$ cat src/rtl/r2a_pkg.sv
// ----------------------------------------------------------------------------
// r2a_pkg
// Types, constants and helpers shared by the radix integer-to-ascii block.
// ----------------------------------------------------------------------------
`default_nettype none

package r2a_pkg;

    // width of the number field; the payload struct takes its number width from it
    localparam int NUMBER_BITS = 16;
    localparam int BIT_CNT_W   = $clog2(NUMBER_BITS);
    localparam int DIG_IDX_W   = $clog2(NUMBER_BITS);
    localparam int DIG_CNT_W   = $clog2(NUMBER_BITS + 1);

    localparam logic [5:0] RADIX_MIN  = 6'd2;
    localparam logic [5:0] RADIX_MAX  = 6'd36;
    localparam logic [5:0] DIGIT_NINE = 6'd9;
    localparam logic [6:0] ASCII_ZERO = 7'h30;
    localparam logic [6:0] ASCII_A    = 7'h61;

    typedef struct packed {
        logic [NUMBER_BITS-1:0] number;
        logic [5:0]             radix;
    } t_in;

    typedef struct packed {
        logic [6:0] character;
        logic       last;
    } t_out;

    // controller to datapath
    typedef struct packed {
        logic load;
        logic step;
        logic store;
        logic emit;
    } t_cmd;

    // datapath to controller
    typedef struct packed {
        logic radix_ok;
        logic bit_last;
        logic quot_zero;
        logic out_free;
        logic cnt_one;
    } t_status;

    function automatic logic [6:0] digit_to_ascii(input logic [5:0] d);
        logic [6:0] c;
        if (d > DIGIT_NINE) begin
            c = {1'b0, d} - 7'd10 + ASCII_A;
        end else begin
            c = {1'b0, d} + ASCII_ZERO;
        end
        return c;
    endfunction

endpackage

`default_nettype wire

$ cat src/rtl/r2a_ctrl.sv
// ----------------------------------------------------------------------------
// r2a_ctrl
// Sequencer: load, per-digit bit-serial division, digit store, then output.
// ----------------------------------------------------------------------------
`default_nettype none

module r2a_ctrl
    import r2a_pkg::*;
(
    input  wire logic    i_clk,
    input  wire logic    i_rst_n,
    input  wire logic    i_valid,
    input  wire t_status i_status,
    output logic         o_ready,
    output t_cmd         o_cmd
);

    typedef enum logic [3:0] {
        S_IDLE  = 4'b0001,
        S_DIV   = 4'b0010,
        S_STORE = 4'b0100,
        S_EMIT  = 4'b1000
    } t_state;

    t_state r_state, n_state;

    always_ff @(posedge i_clk) begin
        if (!i_rst_n) begin
            r_state <= S_IDLE;
        end else begin
            r_state <= n_state;
        end
    end

    always_comb begin
        n_state = r_state;
        o_cmd   = '0;
        o_ready = 1'b0;
        case (r_state)
            S_IDLE: begin
                o_ready = 1'b1;
                // an item with a bad radix is taken and dropped
                if (i_valid && i_status.radix_ok) begin
                    o_cmd.load = 1'b1;
                    n_state    = S_DIV;
                end
            end
            S_DIV: begin
                o_cmd.step = 1'b1;
                if (i_status.bit_last) begin
                    n_state = S_STORE;
                end
            end
            S_STORE: begin
                o_cmd.store = 1'b1;
                if (i_status.quot_zero) begin
                    n_state = S_EMIT;
                end else begin
                    n_state = S_DIV;
                end
            end
            S_EMIT: begin
                if (i_status.out_free) begin
                    o_cmd.emit = 1'b1;
                    if (i_status.cnt_one) begin
                        n_state = S_IDLE;
                    end
                end
            end
            default: begin
                n_state = S_IDLE;
            end
        endcase
    end

endmodule

`default_nettype wire

$ cat src/rtl/r2a_datapath.sv
// ----------------------------------------------------------------------------
// r2a_datapath
// Restoring divider by the radix, digit buffer and output register.
// ----------------------------------------------------------------------------
`default_nettype none

module r2a_datapath
    import r2a_pkg::*;
(
    input  wire logic  i_clk,
    input  wire logic  i_rst_n,
    input  wire t_in   i_in,
    input  wire t_cmd  i_cmd,
    input  wire logic  i_ready,
    output t_status    o_status,
    output logic       o_valid,
    output t_out       o_out
);

    logic [NUMBER_BITS-1:0] r_value, n_value;
    logic [5:0]             r_radix, n_radix;
    logic [5:0]             r_rem, n_rem;
    logic [BIT_CNT_W-1:0]   r_bit, n_bit;
    logic [DIG_CNT_W-1:0]   r_count, n_count;
    logic [6:0]             r_digits [NUMBER_BITS];
    logic                   r_valid, n_valid;
    t_out                   r_out, n_out;

    logic [6:0]           trial;
    logic                 ge;
    logic [DIG_CNT_W-1:0] count_m1;

    // one quotient bit per cycle
    assign trial    = {r_rem, r_value[NUMBER_BITS-1]};
    assign ge       = trial >= {1'b0, r_radix};
    assign count_m1 = r_count - DIG_CNT_W'(1);

    assign o_status.radix_ok  = (i_in.radix >= RADIX_MIN) && (i_in.radix <= RADIX_MAX);
    assign o_status.bit_last  = r_bit == BIT_CNT_W'(NUMBER_BITS - 1);
    assign o_status.quot_zero = r_value == '0;
    assign o_status.out_free  = !r_valid || i_ready;
    assign o_status.cnt_one   = r_count == DIG_CNT_W'(1);

    always_comb begin
        n_value = r_value;
        n_radix = r_radix;
        n_rem   = r_rem;
        n_bit   = r_bit;
        n_count = r_count;
        n_out   = r_out;
        n_valid = r_valid;
        if (r_valid && i_ready) begin
            n_valid = 1'b0;
        end
        if (i_cmd.load) begin
            n_value = i_in.number;
            n_radix = i_in.radix;
            n_rem   = '0;
            n_bit   = '0;
            n_count = '0;
        end
        if (i_cmd.step) begin
            n_value = {r_value[NUMBER_BITS-2:0], ge};
            n_rem   = ge ? 6'(trial - {1'b0, r_radix}) : trial[5:0];
            n_bit   = r_bit + BIT_CNT_W'(1);
        end
        if (i_cmd.store) begin
            n_rem   = '0;
            n_bit   = '0;
            n_count = r_count + DIG_CNT_W'(1);
        end
        if (i_cmd.emit) begin
            n_out.character = r_digits[count_m1[DIG_IDX_W-1:0]];
            n_out.last      = r_count == DIG_CNT_W'(1);
            n_count         = count_m1;
            n_valid         = 1'b1;
        end
    end

    always_ff @(posedge i_clk) begin
        if (!i_rst_n) begin
            r_valid <= 1'b0;
            r_bit   <= '0;
            r_count <= '0;
        end else begin
            r_valid <= n_valid;
            r_bit   <= n_bit;
            r_count <= n_count;
        end
    end

    always_ff @(posedge i_clk) begin
        r_value <= n_value;
        r_radix <= n_radix;
        r_rem   <= n_rem;
        r_out   <= n_out;
        if (i_cmd.store) begin
            r_digits[r_count[DIG_IDX_W-1:0]] <= digit_to_ascii(r_rem);
        end
    end

    assign o_valid = r_valid;
    assign o_out   = r_out;

    // never overwrite a digit the receiver has not taken
    a_emit_free: assert property (@(posedge i_clk) disable iff (!i_rst_n)
        i_cmd.emit |-> (!r_valid || i_ready))
        else $error("emit while output register busy");

    a_count_bound: assert property (@(posedge i_clk) disable iff (!i_rst_n)
        r_count <= DIG_CNT_W'(NUMBER_BITS))
        else $error("digit count overflow");

    a_emit_nonempty: assert property (@(posedge i_clk) disable iff (!i_rst_n)
        i_cmd.emit |-> (r_count != '0))
        else $error("emit from empty digit buffer");

    a_char_range: assert property (@(posedge i_clk) disable iff (!i_rst_n)
        $rose(r_valid) |-> ((r_out.character >= ASCII_ZERO && r_out.character <= 7'h39)
            || (r_out.character >= ASCII_A && r_out.character <= 7'h7a)))
        else $error("character out of digit range");

endmodule

`default_nettype wire

$ cat src/rtl/radix_integer_to_ascii.sv
// ----------------------------------------------------------------------------
// radix_integer_to_ascii
// Converts an unsigned number to ascii digits in a radix from 2 to 36.
// ----------------------------------------------------------------------------
// Input channel i_valid/o_ready carries i_in (number, radix). Output channel
// o_valid/i_ready carries o_out (character, last), one transfer per digit,
// most significant digit first; last marks the final digit. Zero gives '0'.
// An item whose radix lies outside 2 to 36 is taken and produces nothing.
// Each digit is worked out by the bit-serial restoring divider, which steps
// through all NUMBER_BITS bits of the value, and is then stored in the digit
// buffer, so the work on an item grows with its number of digits.
// One item is worked on at a time; o_ready is high only between items, and
// a new item can be taken while the final digit still waits at the output.
// If the receiver stalls, the output register holds its digit and the
// sequencer waits before moving the next one out.
// Synchronous active-low reset empties the output register and returns the
// sequencer to idle.
// ----------------------------------------------------------------------------
`default_nettype none

module radix_integer_to_ascii
    import r2a_pkg::*;
(
    input  wire logic i_clk,
    input  wire logic i_rst_n,
    input  wire logic i_valid,
    output logic      o_ready,
    input  wire t_in  i_in,
    output logic      o_valid,
    input  wire logic i_ready,
    output t_out      o_out
);

    t_cmd    cmd;
    t_status status;

    r2a_ctrl u_ctrl (
        .i_clk    (i_clk),
        .i_rst_n  (i_rst_n),
        .i_valid  (i_valid),
        .i_status (status),
        .o_ready  (o_ready),
        .o_cmd    (cmd)
    );

    r2a_datapath u_datapath (
        .i_clk    (i_clk),
        .i_rst_n  (i_rst_n),
        .i_in     (i_in),
        .i_cmd    (cmd),
        .i_ready  (i_ready),
        .o_status (status),
        .o_valid  (o_valid),
        .o_out    (o_out)
    );

endmodule

`default_nettype wire

$ cat config.mk
export PLATFORM = sky130hd
export DESIGN_NAME = radix_integer_to_ascii
export DESIGN_NICKNAME = d
export VERILOG_FILES = /design/src/rtl/r2a_pkg.sv /design/src/rtl/r2a_ctrl.sv /design/src/rtl/r2a_datapath.sv /design/src/rtl/radix_integer_to_ascii.sv
export SDC_FILE = /design/constraint.sdc
export NUM_CORES = 1
export LEC_CHECK = 0
export BUFFER_PORTS_ARGS = -buffer_cell sky130_fd_sc_hd__buf_2
export CAP_MARGIN = 20
export CORE_MARGIN = 10
export CORE_UTILIZATION = 55
export DETAILED_ROUTE_END_ITERATION = 8
export PLACE_DENSITY = 0.83
export SKIP_LAST_GASP = 1
export SLEW_MARGIN = 5
export SYNTH_ARGS = -nofsm -noshare
export SYNTH_HDL_FRONTEND = slang
export SYNTH_SLANG_ARGS = --single-unit
$ cat constraint.sdc
create_clock -name i_clk -period 7.9 [get_ports i_clk]
set_clock_uncertainty 0.15 [all_clocks]
set_input_delay 0.79 -clock i_clk [delete_from_list [all_inputs] [get_ports i_clk]]
set_output_delay 0.79 -clock i_clk [all_outputs]
set_load 0.01 [all_outputs]
==> flow_summary.toml <==
[outcome]
status = "finished clean"

[timing]
worstMarginPinSlew_ns = 1.08
finalSetupViolations = 0
hold_viol = 0
whs_ns = 0.354
finalMaxSlewViolations = 0
period_share = 0.361
clock.fmax_ghz = 0.350
min_period_ns = 2.85
tns_ns = 0
rsz0062_at_grt = "false"
max_slew_margin = 0.277

[clock_tree]
cts_buffers = 17
clock-root-buffer = "clkbuf_16"
postCtsHoldBufs = 0
h-tree-depth = 4
clkSlewWorstSetupHoldPaths_ns = 0.06
clock_latency_ns = 0.43
clockBufferDepth = 2
cts_tree = "done"
postCtsSetupBuffers = 0
cts_resized = 0
cts.sinks = 162

[logic_synthesis]
synth-async-reset-ratio = 0
syn_nets = 511
ys_seq_area_frac = 0.648
synth_area_per_cell_um2 = 15.5
synthesis.area_um2 = 7200
synth_cells = 466
synth_cell_type_count = 57
synth_enable_flop_cells = 142
yosys_most_used_dff = "edfxtp_1"
synth_warnings = 0
synth-seq-cells = 162

[setup_path]
critPathRequiredTime_ns = 7.85
crit_path_start_kind = "flop"
cp-end-kind = "flop"
crit_path_max_fanout = 16
crit_arrival_ns = 2.80
path_class = "flop to flop"
r2r_cells = 6

[placement]
port_buffers = 35
dp.final_hpwl_um = 9690
post_dp_cell_area_um2 = 7540
place.gp.congestion = 0.810

[finish]
syn2layout_area_growth_pct = 12.9
layout-drive-gt1-share = 0.229
final_cell_area_um2 = 8130
final_nets = 556
antenna_cells = 0
finish.utilization = 0.639

[drt]
drtPass1Iterations = 5
routed_wl_um = 15400
routedWlPerCell_um = 22.1
antenna_left = 0
drtIter0Drc = 372
num_vias = 4207
drc = 0
routed_via_density = 6.04

[global_route]
grt_max_degree = 35
grt_overflow_total = 0
grt_pass1_vias = 4427
grt_usage = 0.181
grt_pass1_wl_um = 24700
antenna_found_initial = 0

[min_path]
min_path_cells = 1
hp-class = "flop to flop"

[pwr]
powerDensity_nw_per_um2 = 221
leakage_nw = 2.82
finalPower_mw = 1.79
ir_drop_mv = 0.151

[die]
dieWidth_um = 134
die_h_um = 134
io_pins = 36
dieArea_um2 = 18100
rows = 41
start_util = 0.566
fp.coreArea_um2 = 12700

[flow_run]
maxCapViolCount = 0
[cell usage in the layout (no fill, tap or decap), types with 4 or more instances in the layout]
master,synthesis,layout
and3_1,7,7
nor2_1,11,11
nand4_1,5,5
edfxtp_1,142,142
buf_2,3,35
inv_6,0,4
o21ai_0,8,8
mux2i_1,8,8
nand3_1,10,10
ha_1,18,18
clkbuf_16,0,17
nor4b_4,4,4
nor4_1,4,4
o21a_1,4,4
and2_1,13,13
nor3_1,8,8
dfxtp_1,20,19
nand2_1,59,59
inv_1,16,16
xnor2_1,8,8
nand2b_1,4,4
a21oi_1,16,16
buf_4,3,10
mux4_2,33,33
[worst max-delay path, cell delays in order, from the launching register on]
cell      delay (ns)
dfxtp_1         0.38
inv_1           0.15
ha_1            0.26
inv_1           0.06
o211ai_1        0.10
a21oi_1         0.55
mux2i_1         0.86
[cells in the mapped netlist (2+ instances only)]
library cell | instances | area share
edfxtp_1 | 142 | 0.59
nand2_1 | 59 | 0.031
mux4_2 | 33 | 0.10
dfxtp_1 | 20 | 0.056
ha_1 | 18 | 0.031
a21oi_1 | 16 | 0.011
inv_1 | 16 | 0.0083
and2_1 | 13 | 0.011
clkbuf_1 | 11 | 0.0057
nor2_1 | 11 | 0.0057
nand3_1 | 10 | 0.0069
mux2i_1 | 8 | 0.011
nor3_1 | 8 | 0.0056
o21ai_0 | 8 | 0.0056
xnor2_1 | 8 | 0.0097
and3_1 | 7 | 0.0061
nand4_1 | 5 | 0.0043
nand2b_1 | 4 | 0.0035
nor4_1 | 4 | 0.0035
nor4b_4 | 4 | 0.013
o21a_1 | 4 | 0.0042
a21boi_0 | 3 | 0.0031
a22o_1 | 3 | 0.0036
buf_2 | 3 | 0.0021
buf_4 | 3 | 0.0031
nor2b_1 | 3 | 0.0026
nor3b_1 | 3 | 0.0031
o211ai_1 | 3 | 0.0031
o2bb2ai_1 | 3 | 0.0036
xor2_1 | 3 | 0.0036
a31oi_1 | 2 | 0.0017
mux4_1 | 2 | 0.0073
or4b_1 | 2 | 0.0028
[stage by stage]
| step | std cells | setup WS (ns) |
|---|---|---|
| finish | 696 | 5.05 |
| detailed placement | 660 | 4.88 |
| global route | 696 | 4.75 |
| CTS | 692 | 4.80 |
| floorplan | 466 | 5.15 |
| global placement | 660 | 5.13 |
[state kept, by name, indices dropped and copies added (netlist names)]
| signal | count |
|---|---|
| u_ctrl.r_state | 4 |
| u_datapath.o_out | 8 |
| u_datapath.o_valid | 1 |
| u_datapath.r_bit | 4 |
| u_datapath.r_count | 5 |
| u_datapath.r_digits | 112 |
| u_datapath.r_radix | 6 |
| u_datapath.r_rem | 6 |
| u_datapath.r_value | 16 |
[logic make-up (layout without fill, tap and decap cells)]
group,count (synthesis),after routing,share of synthesized area
DFF,162,162,0.648
buffers and inverters,36,94,0.0224
adders and majority gates,19,19,0.0340
muxes,43,43,0.122
AOI/OAI and AO/OA,55,55,0.0539
and+or+nand+nor,140,140,0.107
xor gates and xnor gates,11,11,0.0134
[power breakdown]
group	internal [mW]	leakage, nW	total, mW	switching [mW]
sequential	0.937	1.46	0.944	0.00751
clock	0.437	0.266	0.786	0.348
combinational	0.0260	1.10	0.0643	0.0383
total	1.40	2.82	1.79	0.394
[metal layers]
layer | track usage | share of wire | wire [µm]
met5 | 0 | 0 | 0
met4 | 0.0852 | 0.027 | 421
met3 | 0.0504 | 0.076 | 1170
met2 | 0.302 | 0.52 | 7950
met1 | 0.212 | 0.38 | 5820
[path summary, 6_finish.rpt]
path / startpoint / endpoint / slack (ns)
worst max-delay path: u_datapath.r_rem[0] / u_datapath.r_digits[5][5] / 5.05
worst min-delay path: u_datapath.r_count[4] / u_datapath.r_count[4] / 0.35
worst max register to register: u_datapath.r_rem[0] / u_datapath.r_digits[5][5] / 5.05
worst min register to register: u_datapath.r_count[4] / u_datapath.r_count[4] / 0.35
[cell type report]
| type | count | area (µm²) |
|---|---|---|
| flip-flops and latches | 162 | 4670 |
| multi-input cells | 268 | 2380 |
| repair buffers | 45 | 250 |
| well taps | 172 | 215 |
| inverters | 17 | 63.8 |
| clock buffers | 18 | 429 |
| clock inverters | 14 | 128 |
| fillers | 940 | 4590 |
Note: power is estimated with default switching activity, not from simulation.
